**src/rtl/core/mcol_pkg.sv**
```systemverilog
// Shared constants and codes for the midpoint circle outline unit.
`timescale 1ns / 1ps
`default_nettype none
package mcol_pkg;

	localparam int PIX_W     = 14;
	localparam int COLOR_W   = 32;
	localparam int CFG_IDX_W = 2;
	localparam int OCT_W     = 3;

	typedef enum logic [CFG_IDX_W-1:0] {
		REG_CENTER_X   = 2'd0,
		REG_CENTER_Y   = 2'd1,
		REG_RADIUS     = 2'd2,
		REG_DRAW_COLOR = 2'd3
	} cfg_reg_t;

endpackage
`default_nettype wire

```
**src/rtl/core/midpoint_circle_outline_unit.sv**
```systemverilog
// Top level of the midpoint circle outline unit: configuration registers and stream ports.
`timescale 1ns / 1ps
`default_nettype none
// Each input transfer carries start_new: 1 begins a circle from the configured radius, 0 advances
// the octant walk by one step (ignored when no circle is in progress). Every step yields eight
// output transfers, one mirrored pixel per cycle while m_tready holds, from the single pixel output
// register. A two-entry step queue sits between the walk and the pixel expander, so input
// transfers are taken back to back until it fills. A step passes through the queue entry, the
// back-end step registers and the pixel output register. Centre and colour are sampled as each
// pixel is formed; radius only on a start. Coordinates are unclipped two's complement.
module midpoint_circle_outline_unit
	import mcol_pkg::*;
#(
	parameter int RADIUS_BITS = 11,
	parameter int COORD_BITS  = 12
) (
	input  wire logic                 clk,
	input  wire logic                 arst_n,
	input  wire logic                 s_tvalid,
	output logic                      s_tready,
	input  wire logic [7:0]           s_tdata,   // [0] start_new
	output logic                      m_tvalid,
	input  wire logic                 m_tready,
	output logic [63:0]               m_tdata,   // [13:0] pixel_x, [27:14] pixel_y, [59:28] pixel_value
	output logic                      m_tlast,   // step_last
	output logic                      m_tuser,   // [0] circle_done
	input  wire logic                 cfg_we,
	input  wire logic [CFG_IDX_W-1:0] cfg_index,
	input  wire logic [COLOR_W-1:0]   cfg_wdata
);

	localparam int OFF_W = RADIUS_BITS + 2;
	localparam int ENT_W = 2 * OFF_W + 1;

	logic [COORD_BITS-1:0]  center_x_q, center_y_q;
	logic [RADIUS_BITS-1:0] radius_q;
	logic [COLOR_W-1:0]     draw_color_q;

	logic             push, pop, q_full, q_valid;
	logic [ENT_W-1:0] push_data, q_data;
	logic [PIX_W-1:0] pix_x, pix_y;
	logic [COLOR_W-1:0] pix_color;

	always_ff @(posedge clk or negedge arst_n) begin
		if (!arst_n) begin
			center_x_q   <= '0;
			center_y_q   <= '0;
			radius_q     <= '0;
			draw_color_q <= '0;
		end else if (cfg_we) begin
			unique case (cfg_reg_t'(cfg_index))
				REG_CENTER_X:   center_x_q   <= cfg_wdata[COORD_BITS-1:0];
				REG_CENTER_Y:   center_y_q   <= cfg_wdata[COORD_BITS-1:0];
				REG_RADIUS:     radius_q     <= cfg_wdata[RADIUS_BITS-1:0];
				REG_DRAW_COLOR: draw_color_q <= cfg_wdata;
				default: ;
			endcase
		end
	end

	mcol_front #(
		.RADIUS_BITS (RADIUS_BITS),
		.OFF_W       (OFF_W),
		.ENT_W       (ENT_W)
	) u_front (
		.clk        (clk),
		.arst_n     (arst_n),
		.item_valid (s_tvalid),
		.item_start (s_tdata[0]),
		.item_ready (s_tready),
		.radius     (radius_q),
		.q_full     (q_full),
		.push       (push),
		.push_data  (push_data)
	);

	mcol_queue #(
		.ENT_W (ENT_W)
	) u_queue (
		.clk       (clk),
		.arst_n    (arst_n),
		.push      (push),
		.push_data (push_data),
		.full      (q_full),
		.pop       (pop),
		.q_valid   (q_valid),
		.q_data    (q_data)
	);

	mcol_back #(
		.COORD_BITS (COORD_BITS),
		.OFF_W      (OFF_W),
		.ENT_W      (ENT_W)
	) u_back (
		.clk        (clk),
		.arst_n     (arst_n),
		.q_valid    (q_valid),
		.q_data     (q_data),
		.pop        (pop),
		.center_x   (center_x_q),
		.center_y   (center_y_q),
		.draw_color (draw_color_q),
		.out_valid  (m_tvalid),
		.out_ready  (m_tready),
		.out_x      (pix_x),
		.out_y      (pix_y),
		.out_color  (pix_color),
		.out_last   (m_tlast),
		.out_done   (m_tuser)
	);

	assign m_tdata = {4'b0, pix_color, pix_y, pix_x};

endmodule
`default_nettype wire

```
**src/rtl/core/mcol_front.sv**
```systemverilog
// Front end: takes items, runs the octant walk; one step per start or active advance.
`timescale 1ns / 1ps
`default_nettype none
module mcol_front #(
	parameter int RADIUS_BITS = 11,
	parameter int OFF_W       = RADIUS_BITS + 2,
	parameter int ENT_W       = 2 * OFF_W + 1
) (
	input  wire logic                   clk,
	input  wire logic                   arst_n,
	input  wire logic                   item_valid,
	input  wire logic                   item_start,
	output logic                        item_ready,
	input  wire logic [RADIUS_BITS-1:0] radius,
	input  wire logic                   q_full,
	output logic                        push,
	output logic [ENT_W-1:0]            push_data
);

	localparam int DEC_W = RADIUS_BITS + 5;

	logic signed [OFF_W-1:0] x_q, y_q;
	logic signed [DEC_W-1:0] d_q;
	logic                    active_q;

	logic                    accept;
	logic signed [OFF_W-1:0] x_nx, y_nx;
	logic signed [DEC_W-1:0] d_nx, d_init, d_inc;
	logic signed [OFF_W:0]   diff;
	logic                    done_nx;

	assign item_ready = !q_full;
	assign accept     = item_valid && item_ready;
	assign push       = accept && (item_start || active_q);

	// 3 - 2r
	assign d_init = DEC_W'(3) - $signed({{(DEC_W-RADIUS_BITS-1){1'b0}}, radius, 1'b0});

	always_comb begin
		x_nx  = x_q + OFF_W'(1);
		y_nx  = y_q;
		diff  = '0;
		d_inc = '0;
		d_nx  = d_q;
		if (item_start) begin
			x_nx = '0;
			y_nx = $signed({{(OFF_W-RADIUS_BITS){1'b0}}, radius});
			d_nx = d_init;
		end else if (d_q > 0) begin
			y_nx  = y_q - OFF_W'(1);
			diff  = (OFF_W+1)'(x_nx) - (OFF_W+1)'(y_nx);
			d_inc = (DEC_W'(diff) <<< 2) + DEC_W'(10);
			d_nx  = d_q + d_inc;
		end else begin
			d_inc = (DEC_W'(x_nx) <<< 2) + DEC_W'(6);
			d_nx  = d_q + d_inc;
		end
	end

	assign done_nx   = y_nx < x_nx;
	assign push_data = {done_nx, y_nx, x_nx};

	always_ff @(posedge clk or negedge arst_n) begin
		if (!arst_n) begin
			x_q      <= '0;
			y_q      <= '0;
			d_q      <= '0;
			active_q <= 1'b0;
		end else if (push) begin
			x_q      <= x_nx;
			y_q      <= y_nx;
			d_q      <= d_nx;
			active_q <= !done_nx;
		end
	end

	a_done_stops: assert property (@(posedge clk) disable iff (!arst_n)
		(push && done_nx) |=> !active_q)
		else $error("walk still active after final step");
	a_idle_no_push: assert property (@(posedge clk) disable iff (!arst_n)
		(accept && !item_start && !active_q) |-> !push)
		else $error("advance while idle produced a step");
	a_no_overrun: assert property (@(posedge clk) disable iff (!arst_n)
		push |-> !q_full)
		else $error("step pushed into full queue");

endmodule
`default_nettype wire

```
**src/rtl/core/mcol_queue.sv**
```systemverilog
// Two-entry step queue between the walk front end and the pixel back end.
`timescale 1ns / 1ps
`default_nettype none
module mcol_queue #(
	parameter int ENT_W = 27
) (
	input  wire logic             clk,
	input  wire logic             arst_n,
	input  wire logic             push,
	input  wire logic [ENT_W-1:0] push_data,
	output logic                  full,
	input  wire logic             pop,
	output logic                  q_valid,
	output logic [ENT_W-1:0]      q_data
);

	localparam int DEPTH = 2;

	logic [ENT_W-1:0] mem_q [DEPTH];
	logic             wr_ptr_q, rd_ptr_q;
	logic [1:0]       count_q;

	assign full    = count_q == 2'(DEPTH);
	assign q_valid = count_q != '0;
	assign q_data  = mem_q[rd_ptr_q];

	always_ff @(posedge clk) begin
		if (push)
			mem_q[wr_ptr_q] <= push_data;
	end

	always_ff @(posedge clk or negedge arst_n) begin
		if (!arst_n) begin
			wr_ptr_q <= 1'b0;
			rd_ptr_q <= 1'b0;
			count_q  <= '0;
		end else begin
			if (push)
				wr_ptr_q <= !wr_ptr_q;
			if (pop)
				rd_ptr_q <= !rd_ptr_q;
			count_q <= count_q + 2'(push) - 2'(pop);
		end
	end

	a_no_underrun: assert property (@(posedge clk) disable iff (!arst_n)
		pop |-> q_valid)
		else $error("pop from empty queue");
	a_count_range: assert property (@(posedge clk) disable iff (!arst_n)
		count_q <= 2'(DEPTH))
		else $error("queue count out of range");
	a_ptr_track: assert property (@(posedge clk) disable iff (!arst_n)
		(count_q == '0 || count_q == 2'(DEPTH)) |-> (wr_ptr_q == rd_ptr_q))
		else $error("queue pointers disagree with count");

endmodule
`default_nettype wire

```
**src/rtl/core/mcol_back.sv**
```systemverilog
// Back end: expands each walk step into eight mirrored pixels, one per cycle unless the output stalls.
`timescale 1ns / 1ps
`default_nettype none
module mcol_back
	import mcol_pkg::*;
#(
	parameter int COORD_BITS = 12,
	parameter int OFF_W      = 13,
	parameter int ENT_W      = 2 * OFF_W + 1
) (
	input  wire logic                  clk,
	input  wire logic                  arst_n,
	input  wire logic                  q_valid,
	input  wire logic [ENT_W-1:0]      q_data,
	output logic                       pop,
	input  wire logic [COORD_BITS-1:0] center_x,
	input  wire logic [COORD_BITS-1:0] center_y,
	input  wire logic [COLOR_W-1:0]    draw_color,
	output logic                       out_valid,
	input  wire logic                  out_ready,
	output logic [PIX_W-1:0]           out_x,
	output logic [PIX_W-1:0]           out_y,
	output logic [COLOR_W-1:0]         out_color,
	output logic                       out_last,
	output logic                       out_done
);

	localparam int CALC_A = (COORD_BITS + 2 > OFF_W + 1) ? COORD_BITS + 2 : OFF_W + 1;
	localparam int CALC_W = (CALC_A > PIX_W) ? CALC_A : PIX_W;

	logic signed [OFF_W-1:0] x_q, y_q;
	logic                    done_q;
	logic                    busy_q;
	logic [OCT_W-1:0]        k_q;

	logic                     adv, last_pix;
	logic signed [OFF_W-1:0]  a_off, b_off;
	logic signed [CALC_W-1:0] cx_w, cy_w, a_w, b_w, px, py;

	assign last_pix = k_q == '1;
	assign adv      = busy_q && (!out_valid || out_ready);
	assign pop      = q_valid && (!busy_q || (adv && last_pix));

	// bit 2 swaps the roles of x and y, bit 0 mirrors horizontally, bit 1 vertically
	always_comb begin
		a_off = k_q[2] ? y_q : x_q;
		b_off = k_q[2] ? x_q : y_q;
		cx_w  = $signed({{(CALC_W-COORD_BITS){1'b0}}, center_x});
		cy_w  = $signed({{(CALC_W-COORD_BITS){1'b0}}, center_y});
		a_w   = CALC_W'(a_off);
		b_w   = CALC_W'(b_off);
		px    = k_q[0] ? cx_w - a_w : cx_w + a_w;
		py    = k_q[1] ? cy_w - b_w : cy_w + b_w;
	end

	always_ff @(posedge clk) begin
		if (pop) begin
			x_q    <= q_data[OFF_W-1:0];
			y_q    <= q_data[2*OFF_W-1:OFF_W];
			done_q <= q_data[ENT_W-1];
		end
		if (adv) begin
			out_x     <= px[PIX_W-1:0];
			out_y     <= py[PIX_W-1:0];
			out_color <= draw_color;
			out_last  <= last_pix;
			out_done  <= last_pix && done_q;
		end
	end

	always_ff @(posedge clk or negedge arst_n) begin
		if (!arst_n) begin
			busy_q    <= 1'b0;
			k_q       <= '0;
			out_valid <= 1'b0;
		end else begin
			if (pop) begin
				busy_q <= 1'b1;
				k_q    <= '0;
			end else if (adv) begin
				k_q <= k_q + OCT_W'(1);
				if (last_pix)
					busy_q <= 1'b0;
			end
			if (adv)
				out_valid <= 1'b1;
			else if (out_ready)
				out_valid <= 1'b0;
		end
	end

	a_done_on_last: assert property (@(posedge clk) disable iff (!arst_n)
		(out_valid && out_done) |-> out_last)
		else $error("circle_done without step_last");
	a_idle_count: assert property (@(posedge clk) disable iff (!arst_n)
		!busy_q |-> (k_q == '0))
		else $error("pixel counter moved while idle");
	a_pop_at_end: assert property (@(posedge clk) disable iff (!arst_n)
		(pop && busy_q) |-> (adv && last_pix))
		else $error("new step loaded before current step finished");

endmodule
`default_nettype wire
```
**config.mk**
```make
export PLATFORM = sky130hd
export DESIGN_NAME = midpoint_circle_outline_unit
export DESIGN_NICKNAME = d
export VERILOG_FILES = /design/src/rtl/core/mcol_pkg.sv /design/src/rtl/core/midpoint_circle_outline_unit.sv /design/src/rtl/core/mcol_front.sv /design/src/rtl/core/mcol_queue.sv /design/src/rtl/core/mcol_back.sv
export SDC_FILE = /design/constraint.sdc
export NUM_CORES = 1
export LEC_CHECK = 0
export ABC_AREA = 0
export BUFFER_PORTS_ARGS = -buffer_cell sky130_fd_sc_hd__buf_2
export CAP_MARGIN = 20
export CORE_MARGIN = 2
export CORE_UTILIZATION = 55
export CTS_CLUSTER_SIZE = 24
export DETAILED_ROUTE_END_ITERATION = 16
export PLACE_DENSITY = 0.85
export REMOVE_ABC_BUFFERS = 1
export SYNTH_ARGS = -nofsm -noshare
export SYNTH_HDL_FRONTEND = slang
export SYNTH_SLANG_ARGS = --single-unit
```
**constraint.sdc**
```tcl
create_clock -name clk -period 10.2 [get_ports clk]
set_clock_uncertainty 0.15 [all_clocks]
set_input_delay 2.04 -clock clk [delete_from_list [all_inputs] [get_ports clk]]
set_output_delay 2.04 -clock clk [all_outputs]
set_load 0.02 [all_outputs]
```
Word-level counts from Yosys, hierarchy flattened
Memory sizes are Yosys's and may differ from the RTL's. A register that Yosys moved wholly into a read port is not among the register bits.
Index checks and enable logic that the tools add are counted.
- bits in registers: 181
- bits in latches: 0
- memory bits (writable): 54
- ROM bits: 0
- input bits: 47
- output and inout bits: 68
- word-level logic and storage cells: 85
- memories: 1
- add/subtract/negate cells: 15
- multiply operators: 0
- divide/modulo/power cells: 0
- magnitude comparators: 2
- equality and inequality tests: 5
- shift operators: 0
- muxes and demuxes: 18
- bitwise gates (word level): 0
- reduce and logical (&&, ||, !) cells: 25
- memory list (name ; depth ; bits a word ; rd ports ; clocked after Yosys merged registers in ; write ports ; line ; source):
    u_queue.mem_q ; 2 ; 27 ; 1 ; 1 ; 1 ; mcol_queue.sv:19 ; logic [ENT_W-1:0] mem_q [DEPTH];
- operators by type and width (operator ; count):
    13-bit two-way mux ; 5
    13-bit by 13-bit subtractor with 14-bit output ; 3
    16-bit adder ; 2
    16-bit two-way mux ; 2
    13-bit by 13-bit adder with 14-bit output ; 2
    14-bit two-way mux ; 2
    15-bit by 4-bit adder with 16-bit output (second input constant) ; 1
    16-bit by 5-bit adder with 16-bit output (second input constant) ; 1
    16-bit by 1-bit > comparator with 1-bit output (second input constant) ; 1
    13-bit by 2-bit adder with 13-bit output (second input constant) ; 1
    13-bit < comparator ; 1
    13-bit by 2-bit subtractor with 13-bit output (second input constant) ; 1
    2-bit by 12-bit subtractor with 13-bit output (first input constant) ; 1
    2-bit AND reduction ; 5
    2-bit nonzero test ; 4
    1-bit two-way mux ; 7
    2-bit == test (second input constant) ; 3
    1-bit logical AND ; 6
    1-bit zero test ; 6
    3-bit two-way mux ; 2
    3-bit by 1-bit adder with 3-bit output (second input constant) ; 1
    3-bit == test (second input constant) ; 1
    1-bit logical OR ; 3
    2-bit by 1-bit adder with 2-bit output ; 1
    other kinds (3) ; 3

Depth between registers and ports, before layout
- word-level depth: 8
- depth in mapped cells: 21
- mapped depth without buffers: 21

Hierarchy
A second synthesis with hierarchy kept.
- cells, all modules: 1324
- area total of the unflattened synthesis: 15157.0 µm²
- by module, submodules not included (module ; times used ; cells each ; area an instance (µm²) ; sequential area each (µm²)):
    mcol_front ; 1 ; 645 ; 5238.8 ; 1076.0
    mcol_back ; 1 ; 431 ; 5141.2 ; 2797.7
    midpoint_circle_outline_unit ; 1 ; 149 ; 2529.9 ; 1676.6
    mcol_queue ; 1 ; 99 ; 2247.2 ; 1721.7

Worst setup path after synthesis
Ideal clock, no wire load.
- path kind: input -> register
- start: input m_tready
- end: register u_queue.count_q[1]
- setup time: 0.080 ns
- data arrival time: 4.716 ns
- required time: 9.970 ns
- setup slack: 5.254 ns
- stages: 8
- buffers on the path: 0
- path through: nand2b_1 -> nand2_1 -> a21oi_1 -> ha_1 -> inv_1 -> ha_1 -> xnor2_1 -> xnor2_1
- cells in the longest elaborated chain, start to end: 6
- ends and longest elaborated chain (what ; line ; source):
    start: declaration ; midpoint_circle_outline_unit.sv:23 ; input wire logic m_tready,
    1-bit logical OR ; mcol_back.sv:41 ; assign adv = busy_q && (!out_valid || out_ready);
    1-bit logical AND ; mcol_back.sv:41 ;
    1-bit logical AND ; mcol_back.sv:42 ; assign pop = q_valid && (!busy_q || (adv && last_pix));
    1-bit logical OR ; mcol_back.sv:42 ;
    1-bit logical AND ; mcol_back.sv:42 ;
    via pop ; midpoint_circle_outline_unit.sv:39 ; logic push, pop, q_full, q_valid;
    2-bit by 1-bit subtractor with 2-bit output ; mcol_queue.sv:42 ; count_q <= count_q + 2'(push) - 2'(pop);
    end signal: assignment ; mcol_queue.sv:42 ;
    end: declaration ; mcol_queue.sv:21 ; logic [1:0] count_q;
The timed path passes the listed nets, and every way through them passes these cells.
A chain may end at the register's enable or synchronous reset.

Worst setup path in the final report
- start: register u_front.x_q[0]
- end: register u_front.d_q[15]
- cells in the longest elaborated chain, start to end: 6
- elaborated cells on any way between the ends: 8
- those cells by class: add/sub: 6; mux: 2
- ends and longest elaborated chain (what ; line ; source):
    start: declaration ; mcol_front.sv:22 ; logic signed [OFF_W-1:0] x_q, y_q;
    start signal: assignment ; mcol_front.sv:70 ; x_q <= x_nx;
    13-bit by 2-bit adder with 13-bit output * ; mcol_front.sv:40 ; x_nx = x_q + OFF_W'(1);
    13-bit by 13-bit subtractor with 14-bit output ; mcol_front.sv:51 ; diff = (OFF_W+1)'(x_nx) - (OFF_W+1)'(y_nx);
    16-bit by 5-bit adder with 16-bit output ; mcol_front.sv:52 ; d_inc = (DEC_W'(diff) <<< 2) + DEC_W'(10);
    16-bit adder ; mcol_front.sv:53 ; d_nx = d_q + d_inc;
    16-bit two-way mux * ; mcol_front.sv:49 ; end else if (d_q > 0) begin
    16-bit two-way mux * ; mcol_front.sv:45 ; if (item_start) begin
    end signal: assignment ; mcol_front.sv:72 ; d_q <= d_nx;
    end: declaration ; mcol_front.sv:23 ; logic signed [DEC_W-1:0] d_q;
Every way passes the cells marked *; elsewhere a longest branch is shown, timed or not.

==> flow_summary.yaml <==
layout:
  layout-drive-gt1-share_pct: 20.5
  areaGrowthSynthToFinish_pct: 12.0
  final_cell_mix: "143 x edfxtp_1, 118 x dfrtp_1, 113 x ha_1, 105 x mux2_2, 102 x buf_2"
  diodes: 0
  stdcell_count: 1743
  seq_area_um2: 7270
  fin_nets: 1553
  final.fill_count: 1878
  final_common_cell: "edfxtp_1"
  stdcell_area_um2: 16500
  multi_input_area_um2: 7100
floorplan:
  coreArea_um2: 26200
  die_h_um: 168
  start_util_pct: 56.3
  ios: 115
  die_w_um: 168
  fp-row-count: 59
  die-area_um2: 28200
synthesis:
  synthCells: 1288
  ys_ff_latch: 262
  synth_area_leader_cell: "edfxtp_1"
  synthArstFlopShare_pct: 45.4
  synth_edf_count: 143
  synth_area_leaders: "edfxtp_1 29%, dfrtp_1 20%, ha_1 9.6%"
  syn_area_um2: 14800
  yosysTopAreaCellShare_pct: 29.1
  seq_area_frac_synth_pct: 49.3
  ys_warn_count: 0
  yosysUniqueCellTypes: 66
  avgSynthCellArea_um2: 11.5
  synth_ff_type: "edfxtp_1"
drt:
  ant_nets: 0
  avgRoutedWirePerCell_um: 17.6
  drt-total-wl_um: 30800
  firstDrtPassIters: 5
  first_iter_violations: 596
  drc: 0
  via_count: 10100
  vias_per_cell: 5.78
setup_path:
  crit_required_ns: 10.47
  cp.depth: 20
  cp-end-kind: "register"
  start_kind: "register"
  crit_family: "compound AO/OA/AOI/OAI gates"
  ff2ff_setup_slack_ns: 5.04
  r2r_cells: 20
  startpoint: "u_front.x_q[0]"
  cp_common_cell: "ha_1"
  slowest_stage: "dfrtp_1"
  worstPathMaxFanout: 10
  crit_chain: "ha_1 > xor2_1 > ha_1 > nor2b_1 > o21ai_0 > nand2b_1 > a31oi_1 > o21bai_1 > a21oi_1 > xnor2_1 > ha_1 > ha_1 > a21o_1 > a21oi_1 > o21ai_1 > a221oi_2 > a21oi_1 > xnor2_1 > xnor2_1 > a211o_1"
  max_stage_delay_ns: 0.57
  reg2reg_from: "u_front.x_q[0]"
  critPathKind: "reg2reg"
  crit_end: "u_front.d_q[15]"
  cp.arrival_ns: 5.43
  crit_buf_inv: 0
  r2r-end: "u_front.d_q[15]"
power:
  static-leakage-power_nw: 7.01
  peakVddDrop_mv: 0.200
  power_density_nw_per_um2: 353
clock_tree:
  cts_tree: "yes"
  clock_latency_ns: 0.54
  path_clk_slew_ns: 0.07
  cts_max_level: 1
  cts_setup_buffers: 0
  cts_hold_buf: 0
  cts_resized: 0
  clk_path_buf_depth: 3
  cts_made_buffers: 26
  cts-root-buf: "clkbuf_16"
  cts_sinks: 262
global_routing:
  antenna_found_initial: 0
  grt_max_degree: 77
  globalRouteOverflowTotal: 0
  grt_pass1_wl_um: 50300
  grt.total_usage_pct: 21.9
  grt_pass1_vias: 10400
placement:
  dp.cells: 1694
  gp_congestion: 0.926
  dp_hpwl_um: 22100
  placed_cell_area_um2: 15600
  port_buffers: 103
sta:
  fmax_ghz: 0.194
  drv_slew: 0
  rsz0062_at_grt: "false"
  worst_pin_slew_ns: 0.978
  relSlewSlack_pct: 34.5
  hold_viol: 0
  setup_viol: 0
  min_period_ns: 5.16
  fin_setup_tns_ns: 0
  period_share_pct: 50.6
min_path:
  min_path_type: "reg2reg"
run:
  maxCapViolCount: 0
run_status:
  outcome: "finished, final reports clean"
-- worst min-delay path by stage --
stage | start | endpoint | slack [ns] | cells past startpoint
3_3_place_gp | draw_color_q[22] | u_back.out_color[22] | 0.27 | 0
4_1_cts | draw_color_q[19] | u_back.out_color[19] | 0.29 | 0
6_report | draw_color_q[27] | u_back.out_color[27] | 0.28 | 0
5_1_grt | draw_color_q[27] | u_back.out_color[27] | 0.29 | 0
2_1_floorplan | draw_color_q[0] | u_back.out_color[0] | 0.27 | 0
3_5_place_dp | draw_color_q[19] | u_back.out_color[19] | 0.28 | 0
-- sequential cells by signal (all words and copies together) (netlist names), 13 cells and up --
register          cells
draw_color_q         32
u_back.out_color     32
u_back.out_x         14
u_back.out_y         14
u_back.x_q           13
u_back.y_q           13
u_front.d_q          16
u_front.x_q          13
u_front.y_q          13
u_queue.mem_q        54
-- cells by family (layout without fill, tap and decap cells) --
group           count (synthesis)  count (layout)  synth area share [%]
simple gates                  300             300                  9.89
compound gates                251             251                  10.7
fa+ha+maj                     118             118                  10.3
buf+inv                       103             220                  2.85
other cells                     1               4                0.0254
flops                         262             262                  49.3
mux                           132             132                  9.84
xor+xnor                      121             121                  7.18
-- routing by layer --
layer,track usage (%),wire (µm)
met1,27.2,12900
met2,39.4,15500
met3,2.56,1320
met4,8.54,1010
met5,0,0
-- where the power goes --
group	total, W	leakage, nW	switching, W	internal [W]
registers	0.00171	2.79	0.000227	0.00149
logic	0.00313	3.79	0.00175	0.00138
clock network	0.000980	0.433	0.000413	0.000567
-- synthesized netlist by cell type, drive strengths merged (3+ instances only) --
| master | number |
|---|---|
| a31oi | 11 |
| a21oi | 73 |
| edfxtp | 143 |
| mux2i | 27 |
| inv | 58 |
| nor3 | 31 |
| xor2 | 55 |
| nand2 | 87 |
| a41oi | 3 |
| o22ai | 3 |
| buf | 18 |
| clkbuf | 27 |
| nand2b | 26 |
| or2 | 8 |
| o2111ai | 4 |
| a211oi | 7 |
| nor2 | 78 |
| xnor2 | 66 |
| ha | 113 |
| nor2b | 14 |
| and3 | 9 |
| o32ai | 5 |
| dfrtp | 119 |
| o21bai | 6 |
| a2111oi | 3 |
| o31ai | 9 |
| o221ai | 3 |
| o21ai | 76 |
| and2 | 4 |
| a21o | 16 |
| nand3 | 15 |
| fa | 5 |
| nor3b | 7 |
| or3 | 11 |
| nor4 | 4 |
| o21a | 12 |
| mux2 | 105 |
| a211o | 3 |
| nand4 | 3 |
-- final cells by class --
type | count | area share [%]
well taps | 335 | 2.54
inverters | 58 | 1.32
repair buffers | 114 | 3.88
clock buffers | 34 | 4.24
multi-input cells | 926 | 42.9
flip-flops and latches | 262 | 44.0
clock inverters | 14 | 1.06
-- stage by stage --
step,utilization [%],hold slack [ns],setup WS (ns),power [W]
after floorplan,-,0.269,4.85,0.00410
after global placement,59.5,0.273,5.05,0.00466
after detailed placement,59.6,0.277,5.04,0.00480
after CTS,62.9,0.285,5.04,0.00581
after global routing,63.0,0.290,4.60,0.00629
final,63.0,0.284,5.04,0.00583
Power figures use the tool's default switching activity.
